$ cat src/hw/rtl/pump_stroke_tracker_core_assert.svh
// ----------------------------------------------------------------------------
// Pump stroke tracker assertion macros
// Concurrent assertion shorthands used by the tracker core.
// ----------------------------------------------------------------------------
`ifndef PUMP_STROKE_TRACKER_CORE_ASSERT_SVH
`define PUMP_STROKE_TRACKER_CORE_ASSERT_SVH

// Same-cycle implication, disabled while reset is asserted.
`define PST_ASSERT_SAME(lbl, ante, cons) \
  lbl: assert property (@(posedge clk) disable iff (!rst_n) (ante) |-> (cons)) \
    else $error("pump stroke tracker: same-cycle check failed");

// Next-cycle implication, disabled while reset is asserted.
`define PST_ASSERT_NEXT(lbl, ante, cons) \
  lbl: assert property (@(posedge clk) disable iff (!rst_n) (ante) |=> (cons)) \
    else $error("pump stroke tracker: next-cycle check failed");

`endif

$ cat src/hw/rtl/pst_pkg.sv
// ----------------------------------------------------------------------------
// Pump stroke tracker package
// Types, widths, codes and reset values shared by the tracker RTL.
// ----------------------------------------------------------------------------
package pst_pkg;

  localparam int AngleW      = 16;
  localparam int BandW       = 15;
  localparam int StillW      = 16;
  localparam int StrokeW     = 16;
  localparam int LiftW       = 32;
  localparam int SampleW     = 24;
  localparam int CfgIdxW     = 2;
  localparam int CfgDataW    = 16;
  localparam int InDataW     = 40;
  localparam int OutDataW    = 80;
  localparam int OutFieldsW  = 77;
  // Wide enough for any sum or difference of an angle and a span.
  localparam int AngleExtW   = AngleW + 2;

  localparam logic [BandW-1:0]  StillBandRst  = 15'd128;
  localparam logic [StillW-1:0] MaxStillRst   = 16'd100;
  localparam logic [BandW-1:0]  StrokeRangeRst = 15'd1280;

  typedef enum logic {
    CMD_START  = 1'b0,
    CMD_SAMPLE = 1'b1
  } pst_cmd_t;

  typedef enum logic [1:0] {
    STOP_NONE   = 2'd0,
    STOP_WATER  = 2'd1,
    STOP_HANDLE = 2'd2
  } pst_stop_t;

  typedef enum logic [CfgIdxW-1:0] {
    CFG_STILL_BAND   = 2'd0,
    CFG_MAX_STILL    = 2'd1,
    CFG_STROKE_RANGE = 2'd2
  } pst_cfg_idx_t;

  typedef struct packed {
    logic [BandW-1:0]  still_band;
    logic [StillW-1:0] max_still_samples;
    logic [BandW-1:0]  stroke_range;
  } pst_cfg_t;

  typedef struct packed {
    logic              water_present;
    logic [AngleW-1:0] reference_angle;
    logic [AngleW-1:0] angle;
    pst_cmd_t          command;
  } pst_item_t;

  typedef struct packed {
    logic [AngleW-1:0]  prev_angle;
    logic [AngleW-1:0]  top_angle;
    logic [AngleW-1:0]  bottom_angle;
    logic [StillW-1:0]  still_count;
    logic               stroke_open;
    logic               stroke_closed;
    logic [StrokeW-1:0] strokes;
    logic [LiftW-1:0]   lift_sum;
    logic [SampleW-1:0] samples;
    logic               session_active;
  } pst_state_t;

  // Packed from the lowest bit up: active first.
  typedef struct packed {
    logic [SampleW-1:0] sample_total;
    logic [LiftW-1:0]   lift_total;
    logic [StrokeW-1:0] stroke_total;
    logic               handle_moving;
    pst_stop_t          stop_cause;
    logic               session_done;
    logic               active;
  } pst_result_t;

  localparam pst_state_t StateRst = '{
    prev_angle:     '0,
    top_angle:      '0,
    bottom_angle:   '0,
    still_count:    '0,
    stroke_open:    1'b1,
    stroke_closed:  1'b0,
    strokes:        '0,
    lift_sum:       '0,
    samples:        '0,
    session_active: 1'b0
  };

endpackage

$ cat src/hw/rtl/pump_stroke_tracker_core.sv
// ----------------------------------------------------------------------------
// Pump stroke tracker core
// Follows one hand-pump dispensing session from handle-angle samples.
// ----------------------------------------------------------------------------
// The tracker takes one transaction per clock cycle while the output side is
// ready and returns exactly one result transaction for each. A start
// transaction (tuser 0) opens or restarts a session; sample transactions
// (tuser 1) carry a handle angle and the water sensor flag. Each transaction
// passes an input register, then the compare/add logic against the session
// state, and lands in an output register, from which its result is offered
// and taken when the output side is ready. Sustained rate is one transaction
// per cycle while the output side is ready, set by the state update loop; a
// stalled output holds both registers and drops in_tready only once both are
// full. Totals (strokes, downward lift, sample count) saturate at their
// maximum. Configuration writes take effect on the next edge and must be made
// only while the block is idle.

module pump_stroke_tracker_core (
  input  logic                               clk,
  input  logic                               rst_n,
  // Configuration write port
  input  logic                               cfg_we,
  input  logic [pst_pkg::CfgIdxW-1:0]        cfg_index,
  input  logic [pst_pkg::CfgDataW-1:0]       cfg_wdata,
  // Input stream
  input  logic                               in_tvalid,
  output logic                               in_tready,
  // angle [15:0], reference_angle [31:16], water_present [32], zero [39:33]
  input  logic [pst_pkg::InDataW-1:0]        in_tdata,
  // command [0]
  input  logic                               in_tuser,
  // Result stream
  output logic                               out_tvalid,
  input  logic                               out_tready,
  // active [0], session_done [1], stop_cause [3:2], handle_moving [4],
  // stroke_total [20:5], lift_total [52:21], sample_total [76:53], zero [79:77]
  output logic [pst_pkg::OutDataW-1:0]       out_tdata
);

  `include "pump_stroke_tracker_core_assert.svh"

  pst_pkg::pst_cfg_t    cfg_r;
  pst_pkg::pst_item_t   item_r;
  logic                 item_valid_r;
  pst_pkg::pst_state_t  state_r;
  pst_pkg::pst_state_t  state_nxt;
  pst_pkg::pst_result_t result_nxt;
  pst_pkg::pst_result_t result_r;
  logic                 out_valid_r;
  logic                 advance;
  logic                 step_fire;
  logic                 in_fire;

  // Advance when the output register is empty or being drained this cycle.
  assign advance   = !out_valid_r || out_tready;
  assign step_fire = item_valid_r && advance;
  assign in_tready = !item_valid_r || advance;
  assign in_fire   = in_tvalid && in_tready;

  // Configuration registers; index beyond the list is dropped.
  always_ff @(posedge clk) begin
    if (!rst_n) begin
      cfg_r.still_band        <= pst_pkg::StillBandRst;
      cfg_r.max_still_samples <= pst_pkg::MaxStillRst;
      cfg_r.stroke_range      <= pst_pkg::StrokeRangeRst;
    end else if (cfg_we) begin
      unique case (cfg_index)
        pst_pkg::CFG_STILL_BAND:   cfg_r.still_band        <= cfg_wdata[pst_pkg::BandW-1:0];
        pst_pkg::CFG_MAX_STILL:    cfg_r.max_still_samples <= cfg_wdata;
        pst_pkg::CFG_STROKE_RANGE: cfg_r.stroke_range      <= cfg_wdata[pst_pkg::BandW-1:0];
        default: ;
      endcase
    end
  end

  // Input register: load on acceptance, hold while the step stage stalls.
  always_ff @(posedge clk) begin
    if (!rst_n) begin
      item_valid_r <= 1'b0;
    end else if (in_fire) begin
      item_valid_r <= 1'b1;
    end else if (step_fire) begin
      item_valid_r <= 1'b0;
    end
  end

  always_ff @(posedge clk) begin
    if (in_fire) begin
      item_r.command         <= pst_pkg::pst_cmd_t'(in_tuser);
      item_r.angle           <= in_tdata[15:0];
      item_r.reference_angle <= in_tdata[31:16];
      item_r.water_present   <= in_tdata[32];
    end
  end

  pst_step u_step (
    .cfg       (cfg_r),
    .state     (state_r),
    .item      (item_r),
    .state_nxt (state_nxt),
    .result    (result_nxt)
  );

  // Session state advances exactly when an item moves into the output register.
  always_ff @(posedge clk) begin
    if (!rst_n) begin
      state_r <= pst_pkg::StateRst;
    end else if (step_fire) begin
      state_r <= state_nxt;
    end
  end

  always_ff @(posedge clk) begin
    if (!rst_n) begin
      out_valid_r <= 1'b0;
    end else if (step_fire) begin
      out_valid_r <= 1'b1;
    end else if (out_tready) begin
      out_valid_r <= 1'b0;
    end
  end

  always_ff @(posedge clk) begin
    if (step_fire) begin
      result_r <= result_nxt;
    end
  end

  assign out_tvalid = out_valid_r;
  assign out_tdata  = {{(pst_pkg::OutDataW-pst_pkg::OutFieldsW){1'b0}}, result_r};

  // A transaction taken at the input is always held for the step stage.
  `PST_ASSERT_NEXT(a_in_held, in_fire, item_valid_r)
  // A delivered end of session always names its cause.
  `PST_ASSERT_SAME(a_done_cause, out_valid_r && result_r.session_done,
                   result_r.stop_cause != pst_pkg::STOP_NONE && !result_r.active)
  // The session only closes through a result that reports it.
  `PST_ASSERT_SAME(a_close_reported, $past(rst_n) && $fell(state_r.session_active),
                   out_valid_r && result_r.session_done)
  // A stalled output keeps its result.
  `PST_ASSERT_NEXT(a_out_hold, out_valid_r && !out_tready, out_valid_r && $stable(result_r))

endmodule

$ cat src/hw/rtl/pst_step.sv
// ----------------------------------------------------------------------------
// Pump stroke tracker step logic
// Next session state and result fields for one registered item.
// ----------------------------------------------------------------------------
module pst_step (
  input  pst_pkg::pst_cfg_t    cfg,
  input  pst_pkg::pst_state_t  state,
  input  pst_pkg::pst_item_t   item,
  output pst_pkg::pst_state_t  state_nxt,
  output pst_pkg::pst_result_t result
);

  localparam int ExtW = pst_pkg::AngleExtW;

  logic signed [ExtW-1:0] ang_ext;
  logic signed [ExtW-1:0] prev_ext;
  logic signed [ExtW-1:0] delta;
  logic signed [ExtW-1:0] neg_delta;
  logic signed [ExtW-1:0] band_ext;
  logic signed [ExtW-1:0] span_ext;
  logic signed [ExtW-1:0] top_lo;
  logic signed [ExtW-1:0] bot_hi;
  logic                   is_still;
  logic [pst_pkg::StillW-1:0]    still_inc;
  logic [pst_pkg::AngleW:0]      mag;
  logic [pst_pkg::LiftW:0]       lift_ext;
  logic [pst_pkg::StrokeW+1:0]   stroke_ext;
  logic                          cnt_still;
  logic                          cnt_rise;
  logic                          done;
  pst_pkg::pst_stop_t            cause;
  logic                          moving;
  pst_pkg::pst_state_t           nxt;

  // Shared arithmetic on sign-extended angles and zero-extended band and span settings.
  assign ang_ext   = ExtW'($signed(item.angle));
  assign prev_ext  = ExtW'($signed(state.prev_angle));
  assign delta     = ang_ext - prev_ext;
  assign neg_delta = -delta;
  assign band_ext  = $signed({3'b000, cfg.still_band});
  assign span_ext  = $signed({3'b000, cfg.stroke_range});
  assign top_lo    = ExtW'($signed(state.top_angle)) - span_ext;
  assign bot_hi    = ExtW'($signed(state.bottom_angle)) + span_ext;
  assign is_still  = (delta > -band_ext) && (delta < band_ext);
  assign still_inc = (state.still_count != '1) ? state.still_count + 1'b1
                                               : state.still_count;
  assign mag       = neg_delta[pst_pkg::AngleW:0];
  assign lift_ext  = {1'b0, state.lift_sum} + {{(pst_pkg::LiftW-pst_pkg::AngleW){1'b0}}, mag};

  always_comb begin
    nxt        = state;
    done       = 1'b0;
    cause      = pst_pkg::STOP_NONE;
    moving     = 1'b0;
    cnt_still  = 1'b0;
    cnt_rise   = 1'b0;
    stroke_ext = '0;
    if (item.command == pst_pkg::CMD_START) begin
      nxt                = pst_pkg::StateRst;
      nxt.prev_angle     = item.reference_angle;
      nxt.top_angle      = item.angle;
      nxt.bottom_angle   = item.angle;
      nxt.session_active = 1'b1;
    end else if (state.session_active) begin
      if (state.samples != '1) begin
        nxt.samples = state.samples + 1'b1;
      end
      if (!item.water_present) begin
        nxt.session_active = 1'b0;
        done               = 1'b1;
        cause              = pst_pkg::STOP_WATER;
      end else begin
        nxt.prev_angle = item.angle;
        if (is_still) begin
          nxt.still_count = still_inc;
          if (still_inc > cfg.max_still_samples) begin
            nxt.session_active = 1'b0;
            done               = 1'b1;
            cause              = pst_pkg::STOP_HANDLE;
            cnt_still          = state.stroke_open;
          end
        end else begin
          moving          = 1'b1;
          nxt.still_count = '0;
        end
        if (delta < 0) begin
          nxt.lift_sum = lift_ext[pst_pkg::LiftW] ? '1 : lift_ext[pst_pkg::LiftW-1:0];
          if (ang_ext < top_lo && !state.stroke_open) begin
            nxt.stroke_open   = 1'b1;
            nxt.stroke_closed = 1'b0;
            nxt.bottom_angle  = item.angle;
          end
          if ($signed(item.angle) < $signed(nxt.bottom_angle)) begin
            nxt.bottom_angle = item.angle;
          end
        end else if (ang_ext > bot_hi) begin
          if (!state.stroke_closed) begin
            cnt_rise          = 1'b1;
            nxt.stroke_closed = 1'b1;
            nxt.stroke_open   = 1'b0;
            nxt.top_angle     = item.angle;
          end
          if ($signed(item.angle) > $signed(nxt.top_angle)) begin
            nxt.top_angle = item.angle;
          end
        end
      end
      // Both counts saturate independently; summing then clamping is equivalent.
      stroke_ext = {2'b00, state.strokes} + {{pst_pkg::StrokeW{1'b0}}, 1'b0, cnt_still}
                 + {{pst_pkg::StrokeW{1'b0}}, 1'b0, cnt_rise};
      nxt.strokes = (stroke_ext[pst_pkg::StrokeW+1:pst_pkg::StrokeW] != 2'b00)
                  ? '1 : stroke_ext[pst_pkg::StrokeW-1:0];
    end
  end

  assign state_nxt            = nxt;
  assign result.active        = nxt.session_active;
  assign result.session_done  = done;
  assign result.stop_cause    = cause;
  assign result.handle_moving = moving;
  assign result.stroke_total  = nxt.strokes;
  assign result.lift_total    = nxt.lift_sum;
  assign result.sample_total  = nxt.samples;

endmodule
$ cat config.mk
export PLATFORM = sky130hd
export DESIGN_NAME = pump_stroke_tracker_core
export DESIGN_NICKNAME = d
export VERILOG_FILES = /design/src/hw/rtl/pst_pkg.sv /design/src/hw/rtl/pump_stroke_tracker_core.sv /design/src/hw/rtl/pst_step.sv
export VERILOG_INCLUDE_DIRS = /design/src /design/src/hw/rtl
export SDC_FILE = /design/constraint.sdc
export NUM_CORES = 1
export LEC_CHECK = 0
export ABC_CLOCK_PERIOD_IN_PS = 7200
export BUFFER_PORTS_ARGS = -buffer_cell sky130_fd_sc_hd__buf_2
export CAP_MARGIN = 10
export CELL_PAD_IN_SITES_DETAIL_PLACEMENT = 0
export CELL_PAD_IN_SITES_GLOBAL_PLACEMENT = 1
export CORE_UTILIZATION = 30
export CTS_CLUSTER_DIAMETER = 60
export CTS_CLUSTER_SIZE = 8
export DETAILED_ROUTE_END_ITERATION = 10
export PLACE_DENSITY_LB_ADDON = 0.1
export SLEW_MARGIN = 25
export SYNTH_ARGS = -nofsm -noshare
export SYNTH_HDL_FRONTEND = slang
export SYNTH_SLANG_ARGS = --single-unit
$ cat constraint.sdc
create_clock -name clk -period 7.2 [get_ports clk]
set_clock_uncertainty 0.2 [all_clocks]
set_input_delay 1.44 -clock clk [delete_from_list [all_inputs] [get_ports clk]]
set_output_delay 1.44 -clock clk [all_outputs]
set_load 0.1 [all_outputs]
==> impl_metrics.tcl <==
set metrics [dict create \
    status "completed" \
    syn_avg_cell_area_um2 8.61 \
    grt_max_degree 79 \
    fmax_mhz 143 \
    io_pins 146 \
    syn_area_mm2 0.0199 \
    dieArea_mm2 0.0673 \
    io_buffers 135 \
    slew_headroom_pct 29.4 \
    crit_path_start "item_r[1]" \
    layout-drive-gt1-share_pct 16.8 \
    ir_worst_vdd_mv 0.150 \
    start_util_pct 30.3 \
    p_sw_share_pct 32.2 \
    cts.sinks 298 \
    multiInputGateArea_mm2 0.0123 \
    hp-class "reg2reg" \
    drt-initial-drc-count 824 \
    dr.pass1.iters 5 \
    place_inst 3302 \
    drc 0 \
    nNetsFinal 2742 \
    path_max_fanout 5 \
    num_antenna_cells 0 \
    dp_hpwl_mm 48.1 \
    antenna_found_initial 0 \
    p_seq_share_pct 35.7 \
    finalCriticalPeriod_ns 6.97 \
    internal_power_mw 3.52 \
    hold_viol 0 \
    detail_route.wl_per_cell_um 19.6 \
    gp_congestion 0.864 \
    instances_no_fill 3394 \
    clock_latency_ns 0.58 \
    drtAntennaViolNets 0 \
    syn_to_final_growth_pct 20.0 \
    yosys_register_bits 298 \
    postSynthCellCount 2310 \
    slowest_delay_ns 0.58 \
    cts_hold_buf 0 \
    nFillCells 6795 \
    synth_top_cell_by_area "dfxtp_1" \
    yosys.cell_count.top_type "nand2_1" \
    synth_commonest_cells "nand2_1, a21oi_1, dfxtp_1" \
    synth_edf_count 111 \
    fp.coreArea_mm2 0.0656 \
    met3_usage_pct 2.54 \
    grt_pass1_wl_mm 102 \
    htreeDepth 2 \
    drt-total-wl_mm 66.4 \
    path_clk_slew_ns 0.05 \
    r2r_slack_ns 0.23 \
    p_clk_share_pct 41.0 \
    synth_top_area_share_pct 18.8 \
    viasPerCell 5.22 \
    r2r-end "state_r[70]" \
    num_rows 94 \
    reg2reg_depth 29 \
    met2_usage_pct 32.6 \
    ys_warn_count 0 \
    critPathKind "reg2reg" \
    clockBufferDepth 3 \
    cts_made_buffers 47 \
    finalCritPeriodShare_pct 96.8 \
    startpoint_type "flip-flop" \
    seq_area_frac_synth_pct 35.6 \
    crit_arrival_ns 7.27 \
    use_met1_pct 25.5 \
    cts_tree "built" \
    synth_cell_types 91 \
    maxCapViolCount 0 \
    die_x_um 259 \
    vias 17700 \
    grt_use_total_pct 19.4 \
    die_h_um 259 \
    p_leak_nw 9.19 \
    overflow 0 \
    setup_violations 0 \
    grt-busiest-layer "met2" \
    p_sw_mw 1.67 \
    synthTopCellsByArea "dfxtp_1, edfxtp_1, ha_1" \
    crit_path_top_delay_cell "or4_4" \
    worstSetupEndpointType "flip-flop" \
    synthFlopType "dfxtp_1" \
    power_frac_comb_pct 23.4 \
    grt_pass1_vias 17400 \
    endpoint "state_r[70]" \
    p_total_mw 5.19 \
    register_area_mm2 0.00708 \
    powerDensity_mw_per_mm2 217 \
    worstPathRequired_ns 7.50 \
    async_flop_share_pct 0 \
    reg2reg_from "item_r[1]" \
    slew_viol_final 0 \
    cts_root_buf "clkbuf_16" \
    worst_pin_slew_ns 1.06 \
    utilization_pct 36.4 \
]
-- layout by cell type, fill, tap and decap left out, types with 53 or more instances in the layout --
| cell type | n |
|---|---|
| a21oi_1 | 216 |
| a31oi_1 | 55 |
| buf_2 | 135 |
| buf_4 | 110 |
| dfxtp_1 | 186 |
| edfxtp_1 | 111 |
| ha_1 | 171 |
| inv_1 | 103 |
| nand2_1 | 245 |
| nand3_1 | 53 |
| nor2_1 | 177 |
| nor3_1 | 60 |
| o21ai_0 | 118 |
| xnor2_1 | 70 |
| xor2_1 | 53 |
-- worst min-delay path by stage --
stage | from | end | slack (ns) | depth (start not counted)
3_3_place_gp | cfg_r[29] | cfg_r[29] | 0.24 | 2
6_report | cfg_r[29] | cfg_r[29] | 0.25 | 2
4_1_cts | cfg_r[29] | cfg_r[29] | 0.26 | 2
3_5_place_dp | cfg_r[29] | cfg_r[29] | 0.25 | 2
5_1_grt | cfg_r[16] | cfg_r[16] | 0.27 | 2
2_1_floorplan | cfg_r[16] | cfg_r[16] | 0.24 | 2
-- registers in the layout, summed over array words and instances, names as in the netlist --
signal,cells
out_tdata,77
state_r,139
item_r,34
item_valid_r,1
out_tvalid,1
cfg_r,46
-- logic make-up (layout without fill, tap and decap cells) --
group	after synthesis	count (layout)	share of synthesized area [%]
simple gates	770	770	19.0
compound gates	671	672	21.8
flops	298	298	35.6
buf+inv	222	439	4.33
fa+ha+maj	182	182	11.6
xor+xnor	126	126	5.59
mux	40	40	2.02
other cells	1	3	0.0189
-- metal layers --
| layer | vias to the layer above | part of all wire [%] |
|---|---|---|
| li1 | 8855 | - |
| met1 | 8412 | 47 |
| met2 | 350 | 46 |
| met3 | 95 | 3.6 |
| met4 | 0 | 3.0 |
| met5 | - | 0 |
-- area by class of cell --
cell class,instances,share of cell area (%)
Multi-Input combinational cell,1793,51.7
Sequential cell,298,29.7
Timing Repair Buffer,247,6.42
Clock buffer,72,5.50
Tap cell,864,4.53
Inverter,109,1.75
Clock inverter,11,0.409
-- worst max-delay path, delay by kind of cell (launching register included) --
family	cells	cell delay (ns)
AND/OR/NAND/NOR	10	2.53
AO/OA/AOI/OAI	9	2.22
adder cells (fa/ha/maj)	5	0.88
buffers and inverters	4	0.54
flip-flops	1	0.40
XOR/XNOR	1	0.14
-- power groups by stage --
stage                     clock [mW]  sequential (mW)  combinational [mW]
after floorplan                    0             2.02               0.662
after global routing            2.26             1.86                1.34
after global placement             0             1.88                1.15
after CTS                       2.20             1.85                1.17
after detailed placement           0             1.89                1.17
final                           2.13             1.85                1.21
-- per-stage QoR --
step	hold slack (ns)	TNS (ns)	setup slack [ns]	instance area (µm²)
3_3_place_gp	0.245	-0.203	-0.0533	22000
2_1_floorplan	0.236	0	0.295	19900
3_5_place_dp	0.251	-0.851	-0.0948	22000
6_report	0.254	0	0.228	23900
5_1_grt	0.274	-0.236	-0.0531	23900
4_1_cts	0.258	0	0.0124	23500
-- what timing repair did --
action | CTS | global route
pin swaps | 1 | 26
endpoints found under the setup margin | 20 | 48
cloned | 0 | 1
resized for setup | 3 | 66
setup buffers | 0 | 8
Note: power is estimated with default switching activity, not from simulation.
